<file path="config.mk">
export PLATFORM = sky130hd
export DESIGN_NAME = bounded_list_insert_delete_dump
export DESIGN_NICKNAME = d
export VERILOG_FILES = /design/src/sv/blid_pkg.sv /design/src/sv/blid_cell.sv /design/src/sv/bounded_list_insert_delete_dump.sv
export SDC_FILE = /design/constraint.sdc
export NUM_CORES = 1
export LEC_CHECK = 0
export BUFFER_PORTS_ARGS = -buffer_cell sky130_fd_sc_hd__buf_2
export CORE_MARGIN = 8
export CORE_UTILIZATION = 58
export DETAILED_ROUTE_END_ITERATION = 7
export GPL_ROUTABILITY_DRIVEN = 0
export MAX_ROUTING_LAYER = met4
export PLACE_DENSITY = 0.75
export SLEW_MARGIN = 0
export SYNTH_ARGS = -nofsm -noshare
export SYNTH_HDL_FRONTEND = slang
export SYNTH_HIERARCHICAL = 1
export SYNTH_SLANG_ARGS = --single-unit
</file>
<file path="constraint.sdc">
create_clock -name clock -period 9.8 [get_ports clock]
set_input_delay 1.96 -clock clock [delete_from_list [all_inputs] [get_ports clock]]
set_output_delay 1.96 -clock clock [all_outputs]
set_load 0.01 [all_outputs]
</file>
<file path="src/sv/blid_pkg.sv">
// ----------------------------------------------------------------------------
// Bounded list package
// Shared constants, operation codes, state codes and the cell control word
// used by the bounded list blocks.
// ----------------------------------------------------------------------------
package blid_pkg;

   // Default number of list entries.
   localparam int CAPACITY_DEF = 16;

   // Field widths fixed by the stream format.
   localparam int VALUE_W    = 32;
   localparam int POSITION_W = 8;
   localparam int INDEX_W    = 4;
   localparam int OP_W       = 2;

   // Operation codes carried in the request tuser field.
   typedef enum logic [OP_W-1:0] {
      OP_INSERT_FRONT = 2'd0,
      OP_APPEND_BACK  = 2'd1,
      OP_DELETE_AT    = 2'd2
   } op_type;

   // Sequencer states.
   typedef enum logic {
      ST_IDLE = 1'b0,
      ST_DUMP = 1'b1
   } state_type;

   // Per-cell control: where the cell takes its next value from.
   typedef struct packed {
      logic load;        // take the request value
      logic take_left;   // take the value of the cell before it
      logic take_right;  // take the value of the cell after it
      logic take_head;   // take the value of the head cell (ring wrap)
   } cell_ctl_type;

endpackage

</file>
<file path="src/sv/blid_cell.sv">
// ----------------------------------------------------------------------------
// Bounded list cell
// Holds one list entry and moves it to or from its neighbors on command.
// ----------------------------------------------------------------------------
module blid_cell (
   input  logic                                   clock,
   input  blid_pkg::cell_ctl_type                 ctl,
   input  logic [blid_pkg::VALUE_W-1:0]           load_value,
   input  logic [blid_pkg::VALUE_W-1:0]           left_value,
   input  logic [blid_pkg::VALUE_W-1:0]           right_value,
   input  logic [blid_pkg::VALUE_W-1:0]           head_value,
   output logic [blid_pkg::VALUE_W-1:0]           value_out
);

   logic [blid_pkg::VALUE_W-1:0] value_ff;
   logic [blid_pkg::VALUE_W-1:0] value_in;

   // Select the source of the next entry value.
   always_comb begin
      if (ctl.load) begin
         value_in = load_value;
      end else if (ctl.take_left) begin
         value_in = left_value;
      end else if (ctl.take_right) begin
         value_in = right_value;
      end else if (ctl.take_head) begin
         value_in = head_value;
      end else begin
         value_in = value_ff;
      end
   end

   // Entry storage; payload only, so no reset.
   always_ff @(posedge clock) begin
      value_ff <= value_in;
   end

   assign value_out = value_ff;

endmodule

</file>
<file path="src/sv/bounded_list_insert_delete_dump.sv">
// Timing: the list is updated at the edge that accepts a request beat; the
// response beats then leave the output register, one beat per cycle while
// rsp_tready is held high. A new request is taken only once the dump ends;
// the dump rotates the cell row once per response beat.
// Reset: synchronous, active high; the list becomes empty, entries keep
// whatever they held.
// ----------------------------------------------------------------------------
// Bounded list with front insert, back append and positional delete
// A row of cells holds the list. Each request updates the row on acceptance,
// then the whole list is streamed out by rotating the occupied cells.
// ----------------------------------------------------------------------------
module bounded_list_insert_delete_dump #(
   parameter int CAPACITY = blid_pkg::CAPACITY_DEF
) (
   input  logic        clock,
   input  logic        reset,
   // Request stream
   input  logic        req_tvalid,
   output logic        req_tready,
   input  logic [39:0] req_tdata,   // [31:0] value, [39:32] position
   input  logic [1:0]  req_tuser,   // [1:0] operation
   // Response stream
   output logic        rsp_tvalid,
   input  logic        rsp_tready,
   output logic [39:0] rsp_tdata,   // [31:0] element, [35:32] element_index, rest 0
   output logic        rsp_tlast,
   output logic [1:0]  rsp_tuser    // [0] list_empty, [1] overflow
);

   localparam int CW   = $clog2(CAPACITY + 1);
   localparam int PCW  = (CW > blid_pkg::POSITION_W) ? CW : blid_pkg::POSITION_W;
   localparam int VW   = blid_pkg::VALUE_W;

   // Request fields.
   logic signed [VW-1:0]                  req_value;
   logic [blid_pkg::POSITION_W-1:0]       req_position;
   blid_pkg::op_type                      req_op;

   assign req_value    = req_tdata[31:0];
   assign req_position = req_tdata[39:32];
   assign req_op       = blid_pkg::op_type'(req_tuser);

   // Control state.
   blid_pkg::state_type state_ff, state_in;
   logic [CW-1:0]       count_ff, count_in;
   logic [CW-1:0]       idx_ff, idx_in;
   logic                ovf_ff, ovf_in;

   // Output register.
   logic                      out_valid_ff, out_valid_in;
   logic signed [VW-1:0]      out_element_ff, out_element_in;
   logic [blid_pkg::INDEX_W-1:0] out_index_ff, out_index_in;
   logic                      out_last_ff, out_last_in;
   logic                      out_empty_ff, out_empty_in;
   logic                      out_ovf_ff, out_ovf_in;

   logic req_fire;
   logic beat_go;
   logic dump_active;
   logic list_full;
   logic list_is_empty;
   logic last_beat;
   logic del_hit;

   // Cell row.
   logic [VW-1:0]          cell_value [CAPACITY];
   blid_pkg::cell_ctl_type cell_ctl   [CAPACITY];

   assign req_fire      = req_tvalid && req_tready;
   assign list_full     = (count_ff == CW'(CAPACITY));
   assign list_is_empty = (count_ff == '0);
   assign last_beat     = list_is_empty || (idx_ff == (count_ff - CW'(1)));
   assign del_hit       = (PCW'(req_position) < PCW'(count_ff));
   assign beat_go       = dump_active && (!out_valid_ff || rsp_tready);

   // Next state.
   always_comb begin
      state_in = state_ff;
      unique case (state_ff)
         blid_pkg::ST_IDLE: begin
            if (req_fire) begin
               state_in = blid_pkg::ST_DUMP;
            end
         end
         blid_pkg::ST_DUMP: begin
            if (beat_go && last_beat) begin
               state_in = blid_pkg::ST_IDLE;
            end
         end
         default: state_in = blid_pkg::ST_IDLE;
      endcase
   end

   // State outputs.
   always_comb begin
      req_tready  = 1'b0;
      dump_active = 1'b0;
      unique case (state_ff)
         blid_pkg::ST_IDLE: req_tready  = 1'b1;
         blid_pkg::ST_DUMP: dump_active = 1'b1;
         default: begin
            req_tready  = 1'b0;
            dump_active = 1'b0;
         end
      endcase
   end

   // Length, overflow flag and dump index.
   always_comb begin
      count_in = count_ff;
      ovf_in   = ovf_ff;
      idx_in   = idx_ff;
      if (req_fire) begin
         ovf_in = 1'b0;
         idx_in = '0;
         case (req_op)
            blid_pkg::OP_INSERT_FRONT, blid_pkg::OP_APPEND_BACK: begin
               if (list_full) begin
                  ovf_in = 1'b1;
               end else begin
                  count_in = count_ff + CW'(1);
               end
            end
            blid_pkg::OP_DELETE_AT: begin
               if (del_hit) begin
                  count_in = count_ff - CW'(1);
               end
            end
            default: count_in = count_ff;
         endcase
      end else if (beat_go) begin
         idx_in = last_beat ? '0 : idx_ff + CW'(1);
      end
   end

   // Per-cell control words.
   for (genvar i = 0; i < CAPACITY; i++) begin : g_ctl
      always_comb begin
         cell_ctl[i] = '0;
         if (req_fire) begin
            case (req_op)
               blid_pkg::OP_INSERT_FRONT: begin
                  if (!list_full) begin
                     cell_ctl[i].load      = (i == 0);
                     cell_ctl[i].take_left = (i != 0);
                  end
               end
               blid_pkg::OP_APPEND_BACK: begin
                  if (!list_full) begin
                     cell_ctl[i].load = (CW'(i) == count_ff);
                  end
               end
               blid_pkg::OP_DELETE_AT: begin
                  if (del_hit) begin
                     cell_ctl[i].take_right = (PCW'(i) >= PCW'(req_position));
                  end
               end
               default: cell_ctl[i] = '0;
            endcase
         end else if (beat_go && !list_is_empty) begin
            // Rotate the occupied cells so the next entry reaches the head.
            cell_ctl[i].take_right = (CW'(i) < (count_ff - CW'(1)));
            cell_ctl[i].take_head  = (CW'(i) == (count_ff - CW'(1)));
         end
      end
   end

   // Cell row; the first and last cells see zero beyond the row ends.
   for (genvar i = 0; i < CAPACITY; i++) begin : g_cell
      logic [VW-1:0] left_v;
      logic [VW-1:0] right_v;
      if (i == 0) begin : g_first
         assign left_v = '0;
      end else begin : g_mid_l
         assign left_v = cell_value[i-1];
      end
      if (i == CAPACITY - 1) begin : g_last
         assign right_v = '0;
      end else begin : g_mid_r
         assign right_v = cell_value[i+1];
      end
      blid_cell u_cell (
         .clock       (clock),
         .ctl         (cell_ctl[i]),
         .load_value  (req_value),
         .left_value  (left_v),
         .right_value (right_v),
         .head_value  (cell_value[0]),
         .value_out   (cell_value[i])
      );
   end

   // Output register loads one beat from the head cell.
   always_comb begin
      out_valid_in   = out_valid_ff;
      out_element_in = out_element_ff;
      out_index_in   = out_index_ff;
      out_last_in    = out_last_ff;
      out_empty_in   = out_empty_ff;
      out_ovf_in     = out_ovf_ff;
      if (beat_go) begin
         out_valid_in   = 1'b1;
         out_element_in = list_is_empty ? '0 : cell_value[0];
         out_index_in   = blid_pkg::INDEX_W'(idx_ff);
         out_last_in    = last_beat;
         out_empty_in   = list_is_empty;
         out_ovf_in     = ovf_ff;
      end else if (rsp_tready) begin
         out_valid_in   = 1'b0;
      end
   end

   // Control registers.
   always_ff @(posedge clock) begin
      if (reset) begin
         state_ff     <= blid_pkg::ST_IDLE;
         count_ff     <= '0;
         idx_ff       <= '0;
         ovf_ff       <= 1'b0;
         out_valid_ff <= 1'b0;
      end else begin
         state_ff     <= state_in;
         count_ff     <= count_in;
         idx_ff       <= idx_in;
         ovf_ff       <= ovf_in;
         out_valid_ff <= out_valid_in;
      end
   end

   // Payload registers.
   always_ff @(posedge clock) begin
      out_element_ff <= out_element_in;
      out_index_ff   <= out_index_in;
      out_last_ff    <= out_last_in;
      out_empty_ff   <= out_empty_in;
      out_ovf_ff     <= out_ovf_in;
   end

   assign rsp_tvalid = out_valid_ff;
   assign rsp_tdata  = {4'b0, out_index_ff, out_element_ff};
   assign rsp_tlast  = out_last_ff;
   assign rsp_tuser  = {out_ovf_ff, out_empty_ff};

   // The list never grows past its capacity.
   a_count_bound : assert property (@(posedge clock) disable iff (reset)
      count_ff <= CW'(CAPACITY))
      else $error("list length exceeds capacity");

   // An empty-list beat is always the final beat of its dump.
   a_empty_last : assert property (@(posedge clock) disable iff (reset)
      (out_valid_ff && out_empty_ff) |-> out_last_ff)
      else $error("empty beat not marked last");

   // Every accepted request starts a dump.
   a_fire_dump : assert property (@(posedge clock) disable iff (reset)
      req_fire |=> (state_ff == blid_pkg::ST_DUMP))
      else $error("request accepted without a dump");

endmodule

</file>
# == Word level (Yosys, flattened, before mapping) ==
# Index checks and enable logic that the tools add are counted.
# op_classes
n_addsub,3
order_cmp,33
eq_ne,36
n_mux,192
n_bitwise,1
n_reduce_logical,32
# ops
operator,count
32-bit 2-to-1 mux,63
2-bit 2-to-1 mux,49
4-bit by 5-bit equality test with 1-bit output (first input constant),16
4-bit by 8-bit greater-or-equal comparator with 1-bit output (first input constant),8
4-bit nonzero test,15
1-bit 2-to-1 mux,59
3-bit by 5-bit equality test with 1-bit output (first input constant),8
4-bit by 5-bit < comparator with 1-bit output (first input constant),8
1-bit case mux with 2 select lines,17
3-bit by 8-bit greater-or-equal comparator with 1-bit output (first input constant),4
2-bit by 5-bit equality test with 1-bit output (first input constant),4
3-bit by 5-bit < comparator with 1-bit output (first input constant),4
1-bit by 8-bit greater-or-equal comparator with 1-bit output (first input constant),2
2-bit by 8-bit greater-or-equal comparator with 1-bit output (first input constant),2
5-bit 2-to-1 mux,3
5-bit by 1-bit adder with 5-bit output (second input constant),2
1-bit by 5-bit equality test with 1-bit output (first input constant),2
5-bit logical NOT,2
1-bit by 5-bit < comparator with 1-bit output (first input constant),2
2-bit by 5-bit < comparator with 1-bit output (first input constant),2
5-bit case mux with 2 select lines,1
8-bit by 5-bit < comparator with 1-bit output,1
5-bit equality test,1
5-bit equality test (second input constant),1
13 further kinds,21
# totals
reg_bits,564
word_cells,323

# == Longest topological paths before layout ==
# Gate-level depths: netlist (run 1).
# logic_depth
depth_word,10
mapped_depth,14
ltp_nobuf,9

# == Hierarchy ==
# Netlist (run 1), hierarchy kept.
# by_module_without_submodules
module,instances,cells_per_inst,area_each_um2,seq_area_each_um2
blid_cell,16,179,2248.4,960.9
bounded_list_insert_delete_dump,1,341,3355.7,1431.4

# == Worst setup path before layout (run 1) ==
# OpenSTA, ideal clock, no wires.
# synth_path
path_kind,input to register
from,in req_tvalid
to,"reg g_cell[10].u_cell.value_ff (netlist bit g_cell[10].u_cell/value_out[31]), data pin"
setup_ns,0.167
arrival_ns,6.063
required_ns,9.633
setup_slack_ns,3.570
path_stages,8
path_cell_list,nor2b_1 -> buf_2 -> and2_1 -> nand2_1 -> nor2_1 -> nor2_1 -> buf_4 -> a211oi_1
# synth_via
elab_chain_cells,5
# synth_lines
element,line_no,text
start: declaration,bounded_list_insert_delete_dump.sv:18,"input logic req_tvalid,"
1-bit logical AND *,bounded_list_insert_delete_dump.sv:69,assign req_fire = req_tvalid && req_tready;
2-bit 2-to-1 mux,bounded_list_insert_delete_dump.sv:140,if (req_fire) begin
32-bit 2-to-1 mux,blid_cell.sv:24,end else if (ctl.take_right) begin
32-bit 2-to-1 mux,blid_cell.sv:22,end else if (ctl.take_left) begin
32-bit 2-to-1 mux *,blid_cell.sv:20,if (ctl.load) begin
net g_cell[10].u_cell.value_in (one bit),blid_cell.sv:16,logic [blid_pkg::VALUE_W-1:0] value_in;
end signal: assignment,blid_cell.sv:35,value_ff <= value_in;
end: declaration,blid_cell.sv:15,logic [blid_pkg::VALUE_W-1:0] value_ff;
# The timed path passes the listed nets; every way through them passes the cells marked *.
# A chain may end at the register's enable or synchronous reset.

==> impl_metrics.ini, run 1 <==
[outcome]
status = completed

[clocking]
path_clk_slew_ns = 0.06
cts_made_buffers = 67
cts_tree = done
post_cts_resized = 0
clock-sinks = 564
ctsHtreeMaxLevel = 3
holdBufCountCts = 0
clockRootBuffer = clkbuf_16
cts_max_path_buffers = 3
cts_setup_buffers = 0
clock_latency_ns = 0.62

[synth]
synth-main-ff-cell = edfxtp_1
yosysSeqAreaShare = 0.427
synthArstFlopShare = 0
syn_area_mm2 = 0.0393
synth-edff-count = 551
synth-seq-cells = 564
syn_inst = 3205
avgSynthCellArea_um2 = 12.3
yosysWarnings = 6
synth_cell_types = 74

[detailed_routing]
drt_iter0_drc = 2669
routed_wl_mm = 103
via_per_inst = 6.53
drt-pass1-iter-count = 5
wl_per_cell_um = 25.2
drc = 0
dr_total_vias = 26800
drtAntennaViolNets = 0

[sta]
layout_setup_ws_ns = 4.52
finalSetupViolCount = 0
rsz0062_at_grt = no
fin_setup_tns_ns = 0
tightest_slew_ns = 1.24
worst_hold_slack_ns = 0.548
skew_ns = 0.0334
report.final.slew_viol_count = 0
fin_crit_sh = 0.538
slew_headroom = 0.172
period_needed_ns = 5.28
hold_viol = 0
fmax_ghz = 0.190

[layout]
fin_util = 0.619
drive_gt1_frac = 0.234
area_growth_pct = 5.69
nets = 3235
fill_cells = 5191

[grt]
grt_antenna_before_repair = 0
grt_max_degree = 206
grt.met1_usage = 0.392
track_usage = 0.268
met3_usage = 0.0374
grt_pass1_vias = 26500
grt_overflow = 0
use_met2 = 0.390
busiest_layer = met1
grt_pass1_wl_mm = 162

[power]
pwr_density_cell_mw_per_mm2 = 180
vdd_drop_max_v = 0.000118
intPower_uw = 5220
p_leak_uw = 0.0125
pwr-share-seq = 0.462
swShare = 0.302
p_comb_frac = 0.229
p_clk_frac = 0.308
power_switching_uw = 2260

[placement]
io_buffers = 86
post-place-ws_ns = 3.92
dpl.hpwl_mm = 68.2

[worst_setup_path]
cp.arrival_ns = 5.52
crit_slowest_cell = inv_2
end_kind = flip-flop
critPathLaunchType = input pin
critPathBufInv = 3
path_class = in -> reg
cpPeakStageDelay_ns = 0.76
worst_ep_required_time_ns = 10.05
crit_family = simple AND/OR/NAND/NOR gates
path_cells = buf_2 -> nand2b_1 -> nand2_1 -> inv_2 -> nand2_4 -> or3_1 -> o32ai_4 -> buf_4 -> or4_4
cp_max_fo = 49

[job]
maxCapViolCount = 0

[floorplanning]
die_area_mm2 = 0.0764
start_util = 0.586
core_area_mm2 = 0.0672
rows = 95
die_h_um = 276
die_w_um = 276
io-pin-count = 91

[min_path]
hp-class = reg -> reg
stage by stage:
stage,area (um^2),total power (uW),cells
6_report,41600,7480,4097
5_1_grt,41600,7740,4096
4_1_cts,41600,7490,4096
3_5_place_dp,39600,5190,3981
3_3_place_gp,39600,5110,3981
2_1_floorplan,39600,4740,3279
Yosys cell counts (2+ instances only):
cell type / count / area (um^2)
and2_1: 34 / 213
nor2_1: 54 / 203
a21o_1: 3 / 22.5
a21oi_1: 10 / 50.1
and3_1: 8 / 50.1
o211a_1: 2 / 20.0
nor4_1: 2 / 12.5
buf_6: 36 / 405
a22o_1: 3 / 26.3
edfxtp_1: 551 / 16500
nor3b_1: 515 / 3870
clkbuf_1: 104 / 390
o22ai_1: 5 / 31.3
mux2i_1: 515 / 5150
xor2_1: 3 / 26.3
buf_4: 55 / 413
or4_4: 17 / 191
dfxtp_1: 13 / 260
ha_1: 12 / 150
nor3_1: 8 / 40.0
inv_1: 26 / 97.6
or2_2: 3 / 18.8
buf_8: 48 / 721
o32ai_1: 2 / 17.5
nand4_1: 3 / 18.8
a211oi_2: 464 / 5810
xnor2_1: 7 / 61.3
o211ai_1: 3 / 22.5
o32ai_2: 2 / 32.5
nand3_1: 7 / 35.0
or4_1: 2 / 15.0
or3_1: 2 / 12.5
nor2b_1: 502 / 3140
xnor3_1: 2 / 45.0
o21a_1: 3 / 22.5
o21ai_0: 8 / 40.0
buf_2: 55 / 275
and4_1: 4 / 35.0
a211oi_1: 35 / 263
nand2_1: 28 / 105
a221oi_1: 16 / 140
power by group through the flow:
| stage | logic (uW) | registers [uW] | clock network, uW |
|---|---|---|---|
| 6_report | 1720 | 3460 | 2310 |
| 4_1_cts | 1700 | 3450 | 2340 |
| 3_3_place_gp | 1630 | 3480 | 0 |
| 3_5_place_dp | 1700 | 3490 | 0 |
| 2_1_floorplan | 1390 | 3350 | 0 |
| 5_1_grt | 1830 | 3490 | 2420 |
worst reg2reg max path, stage by stage (launching register included):
cell and delay (ns):
dfxtp_1 0.71, inv_1 0.32, ha_1 0.38, a21oi_1 0.19, o21ai_2 0.13, a2111o_4 0.65
nor2_4 0.20, a22o_2 0.89, or4_4 0.67
kinds of logic after synthesis:
| group | after synthesis | share of synthesized area |
|---|---|---|
| adder cells (fa/ha/maj) | 12 | 0.00382 |
| AND/OR/NAND/NOR | 1202 | 0.206 |
| buffers and inverters | 325 | 0.0586 |
| other | 1 | 0.0000953 |
| flip-flops | 564 | 0.427 |
| multiplexers | 516 | 0.131 |
| XOR/XNOR | 12 | 0.00337 |
| AO/OA/AOI/OAI | 573 | 0.170 |
final timing paths:
kind	start	cells past startpoint	endpoint	slack (ns)
worst max-delay path	rsp_tready	9	g_cell[12].u_cell/value_out[11]$_DFFE_PP_	4.52
worst min-delay path	ovf_ff$_SDFFE_PP0P_	0	out_ovf_ff$_DFFE_PP_	0.55
worst max register to register	count_ff[3]$_SDFFE_PP0P_	8	g_cell[4].u_cell/value_out[21]$_DFFE_PP_	5.23
worst min register to register	ovf_ff$_SDFFE_PP0P_	0	out_ovf_ff$_DFFE_PP_	0.55
routing by layer:
layer / part of all wire / routed length [um] / vias up
li1: - / - / 12100
met2: 0.43 / 44700 / 1078
met4: 0.020 / 2030 / 0
met1: 0.47 / 48600 / 13400
met3: 0.076 / 7870 / 144
met5: 0 / 0 / -
flip-flops by register name, indices dropped and copies added (netlist names), 4 cells and up:
signal and cells:
g_cell.u_cell/value_out 512, out_index_ff 4, idx_ff 5, out_element_ff 32, count_ff 5
area by class of cell:
type / count / area [um^2] / share of cell area
multi-input combinational: 2390 / 20900 / 0.502
clock inverter: 22 / 104 / 0.00250
tap: 873 / 1090 / 0.0263
inverter: 26 / 97.6 / 0.00235
antenna: 1 / 2.50 / 0.0000602
clock buffer: 93 / 1830 / 0.0439
sequential: 564 / 16800 / 0.404
timing repair buffer: 128 / 783 / 0.0188
placed cells by master (no fill, tap or decap), types with 4 or more instances in the layout:
master     count
nor3_1         8
conb_1        75
nor3b_1      515
nor2_1        23
o21ai_0        6
buf_2         86
and2_1        34
nand2_1       28
and3_1         8
xnor2_1        7
or4_4         17
nor2b_1      502
o22ai_4        4
mux2i_1      515
clkinv_2       6
a211oi_1      35
ha_1          12
nor2_4        32
a21oi_1       10
clkbuf_16     69
a221oi_1      16
clkbuf_1      23
edfxtp_1     551
dfxtp_1       13
a211oi_2     464
nand3_1        7
buf_4         39
clkinv_1      13
inv_1         25
(Power assumes the default switching activity.)
==> run 2: changes to the inputs <==
--- a/config.mk
+++ b/config.mk
@@ -11,7 +11,7 @@
 export DETAILED_ROUTE_END_ITERATION = 7
 export GPL_ROUTABILITY_DRIVEN = 0
 export MAX_ROUTING_LAYER = met4
-export PLACE_DENSITY = 0.75
+export PLACE_DENSITY = 0.78
 export SLEW_MARGIN = 0
 export SYNTH_ARGS = -nofsm -noshare
 export SYNTH_HDL_FRONTEND = slang
==> constraint.sdc (replaced) <==
create_clock -name clock -period 4.83 [get_ports clock]
set_input_delay 0.966 -clock clock [delete_from_list [all_inputs] [get_ports clock]]
set_output_delay 0.966 -clock clock [all_outputs]
set_load 0.01 [all_outputs]
==> impl_metrics.ini, run 2 (synthesis gave the netlist of run 1 again) <==
[worst_setup_path]
cpPeakStageDelay_ns = 0.78
crit_slowest_cell = or4_4
reg2reg_depth = 9
worst_ep_required_time_ns = 5.11
path_class = reg -> reg
critPathLaunchType = flip-flop
end_kind = flip-flop
path_cells = inv_1 -> ha_1 -> or2_2 -> o21ai_0 -> a21oi_1 -> nor2_1 -> o32ai_4 -> buf_4 -> or4_4
cp_max_fo = 32
cp.arrival_ns = 4.53

[grt]
grt_pass1_wl_mm = 153
grt_antenna_before_repair = 3
grt_overflow = 0
grt_max_degree = 126
track_usage = 0.248
grt_pass1_vias = 26500

[sta]
fin_setup_tns_ns = 0
finalSetupViolCount = 0
hold_viol = 0
tightest_slew_ns = 1.22
rsz0062_at_grt = no
layout_setup_ws_ns = 0.585
fin_crit_sh = 0.879
fmax_ghz = 0.236
skew_ns = 0.0269
report.final.slew_viol_count = 0
slew_headroom = 0.184
period_needed_ns = 4.25

[floorplanning]
rows = 95
start_util = 0.586
die_area_mm2 = 0.0764
die_w_um = 276
io-pin-count = 91
die_h_um = 276
core_area_mm2 = 0.0672

[detailed_routing]
drc = 0
drtAntennaViolNets = 0
via_per_inst = 6.46
drt_iter0_drc = 2571
dr_total_vias = 26600
drt-pass1-iter-count = 7
wl_per_cell_um = 23.4
routed_wl_mm = 96.3

[clocking]
clock_latency_ns = 0.63
clock-sinks = 564
cts_setup_buffers = 0
ctsHtreeMaxLevel = 2
post_cts_resized = 0
cts_max_path_buffers = 3
cts_tree = done
cts_made_buffers = 61
path_clk_slew_ns = 0.06
clockRootBuffer = clkbuf_16
holdBufCountCts = 0

[placement]
dpl.hpwl_mm = 66.9
io_buffers = 86
dp_cells = 4001
post-place-ws_ns = 0.796

[layout]
largest_reg_flops = 512
layout_common_cells = edfxtp_1, nor3b_1, mux2i_1
mostFrequentLayoutCell = edfxtp_1
drive_gt1_frac = 0.238
area_growth_pct = 6.32
nets = 3249
stdcell_count = 4112

[power]
p_leak_uw = 0.0126
vdd_drop_max_v = 0.000262
pwr_density_cell_mw_per_mm2 = 357

[job]
maxCapViolCount = 0

[min_path]
hp-class = reg -> reg
whs_path_depth = 0

[outcome]
status = completed
==> run 2: worst paths after layout <==
kind | startpoint | endpoint | slack (ns)
setup reg to reg | count_ff[1]$_SDFFE_PP0P_ | g_cell[12].u_cell/value_out[13]$_DFFE_PP_ | 0.58
hold / removal | ovf_ff$_SDFFE_PP0P_ | out_ovf_ff$_DFFE_PP_ | 0.44
hold reg to reg | ovf_ff$_SDFFE_PP0P_ | out_ovf_ff$_DFFE_PP_ | 0.44
setup / recovery | count_ff[1]$_SDFFE_PP0P_ | g_cell[12].u_cell/value_out[13]$_DFFE_PP_ | 0.58
==> run 2: layout make-up <==
cell class                      count  area [um^2]
Tap cell                          873         1090
Fill cell                        5137        25300
Clock buffer                       88         1730
Inverter                           26         97.6
Clock inverter                     20          115
Sequential cell                   564        16800
Multi-Input combinational cell   2390        20900
Timing Repair Buffer              148         1110
Antenna cell                        3         7.51
==> run 2: per-layer routing <==
| metal | global-route usage | vias up | routed length, um |
|---|---|---|---|
| met4 | 0.0542 | 0 | 1810 |
| met1 | 0.347 | 13200 | 44600 |
| li1 | - | 12100 | - |
| met5 | - | - | 0 |
| met3 | 0.0448 | 176 | 7420 |
| met2 | 0.377 | 1089 | 42400 |
==> run 2: report_power, final <==
part	total [uW]	switching, uW	internal, uW
clock	4470	1950	2510
sequential	6970	598	6380
combinational	3480	1860	1620
==> run 2: per-stage QoR <==
stage	cell area (um^2)	hold slack, ns	total power (uW)	utilization
3_3_place_gp	40000	0.419	10300	0.595
3_5_place_dp	40000	0.415	10500	0.595
2_1_floorplan	39600	0.403	9620	-
5_1_grt	41800	0.441	15500	0.623
6_report	41800	0.436	14900	0.623
4_1_cts	41800	0.431	14900	0.623
==> run 2: worst max-delay path: cells and delay by family, from the launching register on <==
kind / cells / cell delay [ns]
simple gates: 3 / 1.67
compound gates: 3 / 0.64
flops: 1 / 0.61
buf+inv: 2 / 0.54
fa+ha+maj: 1 / 0.40
==> run 3: changes to the inputs <==
--- a/config.mk
+++ b/config.mk
@@ -8,9 +8,9 @@
 export BUFFER_PORTS_ARGS = -buffer_cell sky130_fd_sc_hd__buf_2
 export CORE_MARGIN = 8
 export CORE_UTILIZATION = 58
+export CTS_BUF_LIST = sky130_fd_sc_hd__clkbuf_8
 export DETAILED_ROUTE_END_ITERATION = 7
 export GPL_ROUTABILITY_DRIVEN = 0
-export MAX_ROUTING_LAYER = met4
 export PLACE_DENSITY = 0.78
 export SLEW_MARGIN = 0
 export SYNTH_ARGS = -nofsm -noshare
==> impl_metrics.ini, run 3 (synthesis gave the netlist of run 1 again) <==
[detailed_routing]
drt_iter0_drc = 2638
drt-pass1-iter-count = 8
drc = 0
dr_total_vias = 26800
wl_per_cell_um = 23.1
drtAntennaViolNets = 0
via_per_inst = 6.42
routed_wl_mm = 96.4

[worst_setup_path]
ff2ff_setup_slack_ns = 0.64
cp_max_fo = 19
r2r_end = g_cell[13].u_cell/value_out[10]$_DFFE_PP_
path_cells = inv_1 -> ha_1 -> xor2_1 -> or2b_1 -> a2111oi_2 -> a31o_2 -> buf_12 -> mux2i_1 -> a211oi_2
cpPeakStageDelay_ns = 0.62
end_kind = flip-flop
worst_ep_required_time_ns = 5.22
reg2reg_depth = 9
path_class = reg -> reg
cp.arrival_ns = 4.58
critPathLaunchType = flip-flop
r2r-start = count_ff[1]$_SDFFE_PP0P_
crit_slowest_cell = dfxtp_1

[floorplanning]
rows = 95
io-pin-count = 91
die_area_mm2 = 0.0764
die_h_um = 276
start_util = 0.586
core_area_mm2 = 0.0672
die_w_um = 276

[job]
maxCapViolCount = 0

[grt]
grt_antenna_before_repair = 3
track_usage = 0.242
grt_max_degree = 126
grt_pass1_vias = 26900
grt_pass1_wl_mm = 154
grt_overflow = 0

[sta]
fin_setup_tns_ns = 0
fin_crit_sh = 0.867
skew_ns = 0.0337
fmax_ghz = 0.239
hold_viol = 0
tightest_slew_ns = 1.18
finalSetupViolCount = 0
report.final.slew_viol_count = 0
period_needed_ns = 4.19
slew_headroom = 0.209
rsz0062_at_grt = no

[power]
pwr-share-seq = 0.483
p_comb_frac = 0.241
p_leak_uw = 0.0127
intPower_uw = 9940
power_switching_uw = 4500
vdd_drop_max_v = 0.000195
pwr_density_cell_mw_per_mm2 = 346
swShare = 0.312
p_clk_frac = 0.276

[min_path]
whs_path_depth = 0
hp-start = ovf_ff$_SDFFE_PP0P_
hp-class = reg -> reg
holdPathEnd = out_ovf_ff$_DFFE_PP_

[layout]
stdcell_count = 4177
mostFrequentLayoutCell = edfxtp_1
fill_cells = 5148
largest_reg_flops = 512
nets = 3286
drive_gt1_frac = 0.244
area_growth_pct = 5.96
fin_area_mm2 = 0.0417
layout_common_cells = edfxtp_1, nor3b_1, mux2i_1

[clocking]
cts_max_path_buffers = 3
path_clk_slew_ns = 0.06
clock-sinks = 564
cts_made_buffers = 98
cts_tree = done
cts_setup_buffers = 0
holdBufCountCts = 0
post_cts_resized = 0
clock_latency_ns = 0.71
clockRootBuffer = clkbuf_8
ctsHtreeMaxLevel = 3

[placement]
dp_cells = 4001
place_area_mm2 = 0.0400
io_buffers = 86
dpl.hpwl_mm = 66.9

[outcome]
status = completed
-- run 3: power groups by stage --
stage	clock network, uW	logic (uW)	registers, uW
floorplan	0	2830	6790
global route	4260	3710	7050
CTS	4060	3440	6960
global placement	0	3290	7010
detailed placement	0	3440	7060
finish	3980	3480	6980
-- run 3: metrics by stage --
step	util	setup slack (ns)	hold slack (ns)	power (uW)
after floorplan	-	0.771	0.403	9620
after global placement	0.595	0.817	0.419	10300
after detailed placement	0.595	0.796	0.415	10500
after CTS	0.620	0.794	0.430	14500
after global routing	0.621	0.545	0.439	15000
final	0.621	0.641	0.431	14400
-- run 3: worst max path at each step --
stage                                         from                                   endpoint  slack (ns)  cells after the start
after floorplan                         req_tvalid  g_cell[10].u_cell/value_out[31]$_DFFE_PP_        0.77                      8
after global placement               req_tdata[35]   g_cell[5].u_cell/value_out[16]$_DFFE_PP_        0.82                      9
after detailed placement             req_tdata[35]   g_cell[5].u_cell/value_out[13]$_DFFE_PP_        0.80                      9
after CTS                 count_ff[1]$_SDFFE_PP0P_  g_cell[12].u_cell/value_out[20]$_DFFE_PP_        0.79                      8
after global routing      count_ff[1]$_SDFFE_PP0P_   g_cell[12].u_cell/value_out[8]$_DFFE_PP_        0.55                      9
final                     count_ff[1]$_SDFFE_PP0P_  g_cell[13].u_cell/value_out[10]$_DFFE_PP_        0.64                      9
-- run 3: worst max-delay path, delay by kind of cell (launching register included) --
kind | cells | cell delay, ns
mux | 1 | 0.30
simple gates | 1 | 0.31
flops | 1 | 0.62
buf+inv | 2 | 0.56
xor+xnor | 1 | 0.49
fa+ha+maj | 1 | 0.41
compound gates | 3 | 1.16
-- run 3: cell type report --
cell class / instances / area [um^2] / area share
well taps: 873 / 1090 / 0.0262
inverters: 26 / 97.6 / 0.00234
repair buffers: 148 / 1110 / 0.0266
clock buffers: 102 / 1400 / 0.0337
flip-flops and latches: 564 / 16800 / 0.403
multi-input cells: 2390 / 20900 / 0.501
clock inverters: 72 / 302 / 0.00724
diodes: 2 / 5.00 / 0.000120
-- run 3: metal layers --
metal | GRT usage | up-vias | share of wire | wire length [um]
met5 | 0 | - | 0.00013 | 13
met4 | 0.0650 | 2 | 0.017 | 1640
met3 | 0.0479 | 154 | 0.081 | 7760
met2 | 0.375 | 1101 | 0.44 | 42600
met1 | 0.345 | 13400 | 0.46 | 44400
li1 | - | 12200 | - | -
